[config.mk]
export PLATFORM = sky130hd
export DESIGN_NAME = block_column_pivot_search
export DESIGN_NICKNAME = d
export VERILOG_FILES = /design/src/hdl/bcps_pkg.sv /design/src/hdl/bcps_tree.sv /design/src/hdl/block_column_pivot_search.sv
export SDC_FILE = /design/constraint.sdc
export NUM_CORES = 1
export LEC_CHECK = 0
export BUFFER_PORTS_ARGS = -buffer_cell sky130_fd_sc_hd__buf_2
export CAP_MARGIN = 5
export CORE_ASPECT_RATIO = 0.6
export CORE_UTILIZATION = 33
export CTS_CLUSTER_SIZE = 12
export DETAILED_ROUTE_END_ITERATION = 10
export HOLD_SLACK_MARGIN = 0.03
export MAX_ROUTING_LAYER = met4
export PLACE_DENSITY = 0.55
export SKIP_CTS_REPAIR_TIMING = 1
export SYNTH_ARGS = -nofsm -noshare
export SYNTH_HDL_FRONTEND = slang
export SYNTH_SLANG_ARGS = --single-unit
[constraint.sdc]
create_clock -name aclk -period 12.12 [get_ports aclk]
set_input_delay 0.606 -clock aclk [delete_from_list [all_inputs] [get_ports aclk]]
set_output_delay 0.606 -clock aclk [all_outputs]
set_load 0.02 [all_outputs]
[src/hdl/bcps_pkg.sv]
// Package for the block column pivot search: payload structs and constants.
// No dependencies.
`timescale 1ns / 1ps
`default_nettype none
package bcps_pkg;
    localparam int unsigned MAX_BLOCKS = 1024;
    localparam logic [30:0] INF_MAG = 31'h7F80_0000;

    typedef struct packed {
        logic [31:0] value_0;
        logic [31:0] value_1;
        logic [31:0] value_2;
        logic [31:0] value_3;
        logic        last;
    } in_item_t;

    typedef struct packed {
        logic [11:0] pivot_row_0;
        logic [11:0] pivot_row_1;
        logic [11:0] pivot_row_2;
        logic [11:0] pivot_row_3;
        logic        overflow;
    } out_item_t;

    // strict greater on sign-cleared words; false if either is NaN
    function automatic logic mag_greater(input logic [30:0] a, input logic [30:0] b);
        mag_greater = (a <= INF_MAG) && (b <= INF_MAG) && (a > b);
    endfunction
endpackage
`default_nettype wire

[src/hdl/bcps_tree.sv]
// Four-way magnitude compare tree; earlier rows win ties.
// Depends on bcps_pkg.
`timescale 1ns / 1ps
`default_nettype none
module bcps_tree (
    input  wire bcps_pkg::in_item_t item,
    output logic [30:0]             max_mag,
    output logic [1:0]              max_idx
);
    import bcps_pkg::*;
    logic [30:0] v0, v1, v2, v3, m01, m23;
    logic [1:0]  i01, i23;
    always_comb begin
        v0 = item.value_0[30:0];
        v1 = item.value_1[30:0];
        v2 = item.value_2[30:0];
        v3 = item.value_3[30:0];
        if (mag_greater(v1, v0)) begin m01 = v1; i01 = 2'd1; end
        else begin m01 = v0; i01 = 2'd0; end
        if (mag_greater(v3, v2)) begin m23 = v3; i23 = 2'd3; end
        else begin m23 = v2; i23 = 2'd2; end
        if (mag_greater(m23, m01)) begin max_mag = m23; max_idx = i23; end
        else begin max_mag = m01; max_idx = i01; end
    end
endmodule
`default_nettype wire

[src/hdl/block_column_pivot_search.sv]
// Top level of the block column pivot search: input register, running bests,
// result register. Depends on bcps_pkg and bcps_tree.
//
//  channel  | ports             | payload
//  config   | cfg_valid/ready   | cfg_data (start_block, 10 bits)
//  input    | s_valid/s_ready   | s_data (in_item_t)
//  result   | m_valid/m_ready   | m_data (out_item_t)
// One block column per cycle unless the input stalls; a request waits in the
// input register, then updates the bests or, if last, loads the result
// register, so a result passes through both registers after acceptance.
// The rate is set by the combinational tree plus accumulator compare.
// Reset is synchronous on aresetn; the input stalls only when the result
// register is full and not taken and the input register holds a last item.
// A config write waits while the input register holds a request.
`timescale 1ns / 1ps
`default_nettype none
module block_column_pivot_search (
    input  wire                     aclk,
    input  wire                     aresetn,
    input  wire                     cfg_valid,
    output logic                    cfg_ready,
    input  wire  [9:0]              cfg_data,
    input  wire                     s_valid,
    output logic                    s_ready,
    input  wire bcps_pkg::in_item_t s_data,
    output logic                    m_valid,
    input  wire                     m_ready,
    output bcps_pkg::out_item_t     m_data
);
    import bcps_pkg::*;

    logic        in_valid_reg;
    in_item_t    in_data_reg;
    logic [9:0]  start_reg;
    logic [30:0] best_mag_reg [4];
    logic [3:0]  best_valid_reg;
    logic [11:0] best_row_reg [4];
    logic [1:0]  col_reg;
    logic [9:0]  blk_reg;
    logic        ovf_reg;
    logic        m_valid_reg;
    out_item_t   m_data_reg;

    logic [30:0] max_mag;
    logic [1:0]  max_idx;
    logic        fire, emit, upd, ovf_now;
    logic [11:0] row_new, restart_row;
    logic [9:0]  blk_inc;

    bcps_tree u_tree (.item(in_data_reg), .max_mag(max_mag), .max_idx(max_idx));

    // stage advances unless a last item waits on a full result register
    assign emit = in_valid_reg && in_data_reg.last;
    assign fire = in_valid_reg && !(emit && m_valid_reg && !m_ready);
    assign s_ready = !in_valid_reg || fire;
    assign cfg_ready = !in_valid_reg;
    assign m_valid = m_valid_reg;
    assign m_data = m_data_reg;

    assign restart_row = {start_reg, 2'b00};
    assign row_new = {blk_reg, max_idx};
    assign blk_inc = blk_reg + 10'd1;
    assign upd = (max_mag <= INF_MAG) &&
                 (!best_valid_reg[col_reg] || mag_greater(max_mag, best_mag_reg[col_reg]));
    assign ovf_now = ovf_reg || (32'(blk_reg) >= 32'(MAX_BLOCKS)) ||
                     ((col_reg == 2'd3) && (blk_inc == 10'd0));

    always_ff @(posedge aclk) begin
        if (s_valid && s_ready) in_data_reg <= s_data;
        if (!aresetn) begin
            in_valid_reg <= 1'b0;
            m_valid_reg <= 1'b0;
            start_reg <= '0;
            best_valid_reg <= '0;
            col_reg <= '0;
            blk_reg <= '0;
            ovf_reg <= 1'b0;
            for (int c = 0; c < 4; c++) best_row_reg[c] <= '0;
        end else begin
            if (s_ready) in_valid_reg <= s_valid;
            if (fire && emit) m_valid_reg <= 1'b1;
            else if (m_ready) m_valid_reg <= 1'b0;
            if (cfg_valid && cfg_ready) begin
                start_reg <= cfg_data;
                best_valid_reg <= '0;
                col_reg <= '0;
                blk_reg <= cfg_data;
                ovf_reg <= 1'b0;
                for (int c = 0; c < 4; c++) best_row_reg[c] <= {cfg_data, 2'b00};
            end else if (fire) begin
                if (emit) begin
                    // restart the search; output takes this item's update
                    m_data_reg.pivot_row_0 <= (upd && col_reg == 2'd0) ? row_new : best_row_reg[0];
                    m_data_reg.pivot_row_1 <= (upd && col_reg == 2'd1) ? row_new : best_row_reg[1];
                    m_data_reg.pivot_row_2 <= (upd && col_reg == 2'd2) ? row_new : best_row_reg[2];
                    m_data_reg.pivot_row_3 <= (upd && col_reg == 2'd3) ? row_new : best_row_reg[3];
                    m_data_reg.overflow <= ovf_now;
                    best_valid_reg <= '0;
                    col_reg <= '0;
                    blk_reg <= start_reg;
                    ovf_reg <= 1'b0;
                    for (int c = 0; c < 4; c++) best_row_reg[c] <= restart_row;
                end else begin
                    if (upd) begin
                        best_mag_reg[col_reg] <= max_mag;
                        best_valid_reg[col_reg] <= 1'b1;
                        best_row_reg[col_reg] <= row_new;
                    end
                    col_reg <= col_reg + 2'd1;
                    if (col_reg == 2'd3) blk_reg <= blk_inc;
                    ovf_reg <= ovf_now;
                end
            end
        end
    end

`ifndef SYNTHESIS
    a_hold_result: assert property (@(posedge aclk) disable iff (!aresetn)
        m_valid && !m_ready |=> m_valid && $stable(m_data))
        else $error("result changed while stalled");
    a_emit_only_last: assert property (@(posedge aclk) disable iff (!aresetn)
        $rose(m_valid) |-> $past(emit))
        else $error("result without last item");
    a_restart_col: assert property (@(posedge aclk) disable iff (!aresetn)
        fire && emit |=> col_reg == 2'd0 && best_valid_reg == 4'd0)
        else $error("search did not restart");
`endif
endmodule
`default_nettype wire

Word level (Yosys, flattened, before mapping):

Memories as Yosys holds them, arrays and structs flattened. A register that Yosys moved wholly into a read port is not among the register bits.
Cells that the tools add are included.

* flip-flop bits (word level): 203
* memory bits (writable): 172
* input port bits: 144
* output and inout bits: 52
* word-level logic and storage cells: 141
* memories: 2

Memory list
* best_mag_reg: words 4, bits a word 31, read ports 1, clocked after memory_dff 1, write ports 1, RTL line block_column_pivot_search.sv:35 `logic [30:0] best_mag_reg [4];`
* best_row_reg: words 4, bits a word 12, read ports 4, clocked after memory_dff 0, write ports 4, RTL line block_column_pivot_search.sv:37 `logic [11:0] best_row_reg [4];`

* add/subtract/negate cells: 2
* $lt $le $gt $ge: 14
* equal/unequal tests: 3
* mux-type cells: 52
* bitwise gates (word level): 11
* reduce and logical (&&, ||, !) cells: 40

Operators with widths (count)
* $le 31x31->1 const B: 8
* $mux 12: 13
* $gt 31x31->1: 4
* $mux 31: 3
* $mux 10: 4
* $mux 1: 23
* $logic_and 1x1->1: 22
* $reduce_or 12->1: 1
* $add 10x1->10 const B: 1
* $logic_not 10->1: 1
* $mux 2: 5
* $mux 4: 2
* $or 1x1->1: 8
* $reduce_bool 2->1: 3
* $eq 2x2->1 const B: 2
* $logic_not 1->1: 4
* $or 4x4->4: 1
* $reduce_and 2->1: 2
* $reduce_and 4->1: 1
* $logic_or 1x1->1: 3
* $lt 2x3->1 const B: 1
* $reduce_bool 3->1: 1
* $add 2x1->2 const B: 1
* $bmux 1 s2: 1
* 6 further kinds: 7

Logic depth before layout (Yosys ltp):

* depth after elaboration: 21
* gate-level depth with buffers: 39
* gate-level depth less buffers: 33

By module:

A second synthesis with hierarchy kept.

* cell total of the unflattened synthesis: 1411
* area total of the unflattened synthesis: 18636.6 µm²

Modules (own cells, without submodules)
* block_column_pivot_search: times used 1, cells each 858, area an instance 14990.6 µm², seq. area each 11130.7 µm²
* bcps_tree: times used 1, cells each 553, area an instance 3646.0 µm², seq. area each 0.0 µm²

Worst setup path before layout:

No wires, ideal clock.

* kind: register to register
* start: register in_data_reg[19] (netlist name)
* end: memory best_mag_reg[0][0] (enable)
* library setup time: 422 ps
* arrival: 8026 ps
* data required time: 11698 ps
* slack: 3672 ps
* stages on the path, launching flop included: 33
* path buffers: 6
* clock period less this slack: 8448 ps
* cells stage by stage: edfxtp_1 > ha_1 > and2_1 > a221o_1 > o2bb2ai_1 > or2_1 > o211a_4 > buf_2 > clkbuf_1 > nand2_1 > o21ai_0 > ha_1 > nand4_1 > or2_2 > nor3_1 > nand3_2 > a2111oi_4 > a21o_1 > buf_2 > clkbuf_1 > o21ai_0 > o31a_1 > ha_1 > nand4_1 > nor3_1 > nand3_1 > o21bai_1 > a21oi_1 > nand2b_1 > and3_1 > clkbuf_1 > clkbuf_1 > nor2b_1

* longest elaborated chain between the ends: 19
* elaborated cells on any way between the ends: 22
* those cells by class: order compare (6); mux (8); reduce/logical (8)

RTL lines
* from (decl): RTL line block_column_pivot_search.sv:33 `in_item_t in_data_reg;`
* from (signal assigned): RTL line block_column_pivot_search.sv:69 `if (s_valid && s_ready) in_data_reg <= s_data;`
* $le 31x31->1: RTL line bcps_pkg.sv:27 `mag_greater = (a <= INF_MAG) && (b <= INF_MAG) && (a > b);`
* $logic_and 1x1->1 (2 in a row): RTL line bcps_pkg.sv:27
* $mux 31 *: RTL line bcps_tree.sv:20 `if (mag_greater(v3, v2)) begin m23 = v3; i23 = 2'd3; end`
* $le 31x31->1: RTL line bcps_pkg.sv:27
* $logic_and 1x1->1 (2 in a row): RTL line bcps_pkg.sv:27
* $mux 31 *: RTL line bcps_tree.sv:22 `if (mag_greater(m23, m01)) begin max_mag = m23; max_idx = i23; end`
* named net max_mag[27]: RTL line block_column_pivot_search.sv:44 `logic [30:0] max_mag;`
* $le 31x31->1: RTL line bcps_pkg.sv:27, block_column_pivot_search.sv:63
* $logic_and 1x1->1 (2 in a row): RTL line bcps_pkg.sv:27
* $logic_or 1x1->1: RTL line block_column_pivot_search.sv:64 `(!best_valid_reg[col_reg] || mag_greater(max_mag, best_mag_reg[col_reg]));`
* $logic_and 1x1->1 *: RTL line block_column_pivot_search.sv:63 `assign upd = (max_mag <= INF_MAG) &&`
* $mux 1 *: RTL line block_column_pivot_search.sv:104 `if (upd) begin`
* $mux 1 *: RTL line block_column_pivot_search.sv:91 `if (emit) begin`
* $mux 1 *: RTL line block_column_pivot_search.sv:90 `end else if (fire) begin`
* $mux 1 *: RTL line block_column_pivot_search.sv:83 `if (cfg_valid && cfg_ready) begin`
* $mux 1 *: RTL line block_column_pivot_search.sv:70 `if (!aresetn) begin`
* $mux 1 (not written as such) *: RTL line block_column_pivot_search.sv:105 `best_mag_reg[col_reg] <= max_mag;`
* to (decl): RTL line block_column_pivot_search.sv:35

Mark *: on every way through the listed nets, which the timed path passes. The rest lies on a longest branch.

==> flow_summary_export.csv <==
group,metric,value,unit
run_status,outcome,"finished clean",
floorplan,die_area,57500,sq um
place,portBuffers,191,
job,cap_viol_max_count,0,
sta,worst_max_slew_margin_expressed_relative_to_the_limit,30.1,%
critical_path,worstPathMaxFanout,33,
sta,setup_viol_count_final,0,
synth,netlist-cell-type-count,67,
clock_tree,htree_levels,2,
critical_path,timing.critical_path.max_delay_family,"simple AND/OR/NAND/NOR gates",
detailed_routing,drt-initial-drc-count,1093,
clock_tree,worst_skew_pair.late_latency,0.56,ns
min_path,whs_path_depth,1,
detailed_routing,drc,0,
detailed_routing,drt_pass1_iterations,5,
sta,hold_violations,0,
cells_and_area,design.final.nets,1895,
synth,synth-seq-area-share,59.0,%
critical_path,reg2reg_from,"in_data_reg[111]",
floorplan,core,55800,sq um
detailed_routing,dr_wl_met2,20700,microns
synth,synth_top_flop_cell,"sky130_fd_sc_hd__edfxtp_1",
sta,hold_ws,0.224,ns
synth,area_of_the_mapped_netlist,18700,sq um
sta,worst_clock_skew,0.0200,ns
grt,grt_start_max_net_pins,83,
detailed_routing,top_layer_used,"met4",
critical_path,ff2ff_path_depth,28,
synth,synth-seq-cells,377,
sta,transition_time_of_the_tightest_slew_check_pin,1.05,ns
synth,synth_area_leaders,"sky130_fd_sc_hd__edfxtp_1, sky130_fd_sc_hd__ha_1, sky130_fd_sc_hd__mux4_2, sky130_fd_sc_hd__dfxtp_1, sky130_fd_sc_hd__mux2_2",
critical_path,critical_path.reg2reg.endpoint,"best_row_reg[2][10]",
grt,grt_first_pass_wirelength,75000,microns
sta,period_minus_slack,10.11,ns
grt,antenna_found_initial,2,
synth,synth.net_count,1703,
synth,synthesis.instances,1433,
critical_path,slowest_delay,0.73,ns
place,detailedPlacementHpwl,37600,microns
clock_tree,clock-root-buffer,"sky130_fd_sc_hd__clkbuf_16",
floorplan,dieHeight,186,microns
sta,timing.setup.tns,0,ns
floorplan,placementRows,67,
sta,achievable-frequency,0.0989,GHz
synth,synth_top_cell_by_area,"sky130_fd_sc_hd__edfxtp_1",
sta,setup_repair_after_global_routing_missed_its_margin,"no",
clock_tree,number_of_clock_buffers_inserted_by_tritoncts,41,
sta,slew_violations,0,
pwr,worst_ir_drop_vdd,0.100,mV
critical_path,crit_type,"flop to flop",
critical_path,worst_setup_path_start_kind,"flop",
synth,yosys_warning_count,0,
grt,gr-total-overflow,0,
critical_path,critical_path.most_common_cell,"sky130_fd_sc_hd__a21o_1",
pwr,power.static_leakage,8.57,nW
detailed_routing,drt-wirelength-per-cell,21.1,microns
min_path,min-delay-path-class,"input pin to flop",
cells_and_area,finalCoreUtilization,39.0,%
clock_tree,clock_path_buffers,3,
detailed_routing,drtAntennaViolNets,0,
clock_tree,cts_tree,"yes",
pwr,power_density,152,nW/um^2
critical_path,worst_ep_required_time,12.30,ns
critical_path,crit_path_end_kind,"flop",
grt,via_count_of_the_first_global_routing_pass,12101,
min_path,hold_path_startpoint,"s_data[89]",
synth,synth_enable_flop_cells,346,
critical_path,worst-path-buf-inv,2,
floorplan,initial_standard_cell_utilization_of_the_core,33.4,%
clock_tree,clkSlewWorstSetupHoldPaths,0.06,ns
detailed_routing,met1Wirelength,25400,microns
critical_path,worst-path-stages,28,
clock_tree,tritoncts_num_sinks,377,
sta,layout_worst_path_cycle_share,83.4,%
detailed_routing,routed-wl-met3,3980,microns
critical_path,crit_arrival,10.29,ns
detailed_routing,vias,12680,
min_path,worst_hold_path.endpoint,"in_data_reg[89]",
cells_and_area,final_layout_size_suffix_gt1_share,22.2,%
synth,synth.avg_cell_area,13.0,sq um
floorplan,die-width,309,microns
grt,globalRouteTotalUtil,18.1,%
cells_and_area,largest_register_ffs,125,
critical_path,crit_path_top_delay_cell,"sky130_fd_sc_hd__nor4_1",
cells_and_area,area_growth_syn_to_layout,16.8,%
detailed_routing,avgViaCountPerCell,5.27,
synth,synth.top_cell.area_share,55.7,%
synth,yosys.cell_count.top_type,"sky130_fd_sc_hd__edfxtp_1",
synth,synth-async-reset-ratio,0,%
critical_path,setup.reg_to_reg.worst_slack,2.01,ns
place,place_congestion,0.874,
floorplan,num_io_pins,196,
synth,most_used_standard_cells_in_the_synthesized_netlist,"sky130_fd_sc_hd__edfxtp_1, sky130_fd_sc_hd__ha_1, sky130_fd_sc_hd__nand2_1, sky130_fd_sc_hd__inv_1, sky130_fd_sc_hd__o21ai_0",
detailed_routing,final_wirelength,50900,microns
-- kinds of logic (layout without fill, tap and decap cells) --
logic type      Yosys count  count (layout)  share of synthesized area, %
fa+ha+maj               128             128                          8.56
xor+xnor                 10              10                         0.469
simple gates            311             311                          8.31
mux                     127             127                          9.36
compound gates          314             314                          10.8
buf+inv                 166             380                          3.44
flops                   377             377                          59.0
other cells               0               2                             0
-- worst max path at each step --
stage / slack (ns) / from / to
after global routing: 1.43 / in_data_reg[44] / best_row_reg[2][11]
final: 2.01 / in_data_reg[111] / best_row_reg[2][10]
after CTS: 2.11 / in_data_reg[44] / best_row_reg[2][10]
after floorplan: 3.67 / in_data_reg[19] / best_mag_reg[0][0]
after detailed placement: 2.15 / in_data_reg[44] / best_row_reg[2][11]
after global placement: 2.30 / in_data_reg[14] / best_row_reg[2][11]
-- per-stage QoR --
stage / area, sq um / worst slack (ns) / std cells / power [mW]
2_1_floorplan: 18700 / 3.67 / 1433 / 1.91
3_3_place_gp: 20500 / 2.30 / 2341 / 2.08
3_5_place_dp: 20500 / 2.15 / 2341 / 2.10
4_1_cts: 21800 / 2.11 / 2406 / 3.34
5_1_grt: 21800 / 1.43 / 2408 / 3.46
6_report: 21800 / 2.01 / 2408 / 3.32
-- layer usage --
metal	vias up	GRT usage (%)
met5	-	-
met4	0	4.08
met3	61	3.84
met2	431	24.1
met1	6319	27.6
li1	5869	-
-- layout make-up --
class                           instances  area, sq um
Inverter                              106          398
Timing Repair Buffer                  209         1090
Fill cell                            5314        34000
Sequential cell                       377        11000
Tap cell                              759          950
Clock buffer                           50         1110
Clock inverter                         15          183
Antenna cell                            2         5.00
Multi-Input combinational cell        890         7040
-- power breakdown --
part	switching, mW	internal, mW
Clock	0.510	0.732
Combinational	0.324	0.196
Sequential	0.0412	1.52
Total	0.875	2.44
-- placed cells by master (no fill, tap or decap), types with 18 or more instances in the layout --
master / n
sky130_fd_sc_hd__a21o_1: 46
sky130_fd_sc_hd__nand4_1: 41
sky130_fd_sc_hd__nand2_1: 109
sky130_fd_sc_hd__nor4_1: 26
sky130_fd_sc_hd__o21ai_0: 95
sky130_fd_sc_hd__buf_2: 191
sky130_fd_sc_hd__buf_4: 18
sky130_fd_sc_hd__a21oi_1: 75
sky130_fd_sc_hd__inv_1: 106
sky130_fd_sc_hd__mux2i_1: 47
sky130_fd_sc_hd__mux2_2: 45
sky130_fd_sc_hd__nand3_1: 29
sky130_fd_sc_hd__o31a_1: 26
sky130_fd_sc_hd__dfxtp_1: 30
sky130_fd_sc_hd__clkbuf_16: 43
sky130_fd_sc_hd__edfxtp_1: 346
sky130_fd_sc_hd__nor2_1: 39
sky130_fd_sc_hd__mux4_2: 32
sky130_fd_sc_hd__ha_1: 126
sky130_fd_sc_hd__nor3_1: 19
No activity file was read; power rests on OpenSTA's default activity.
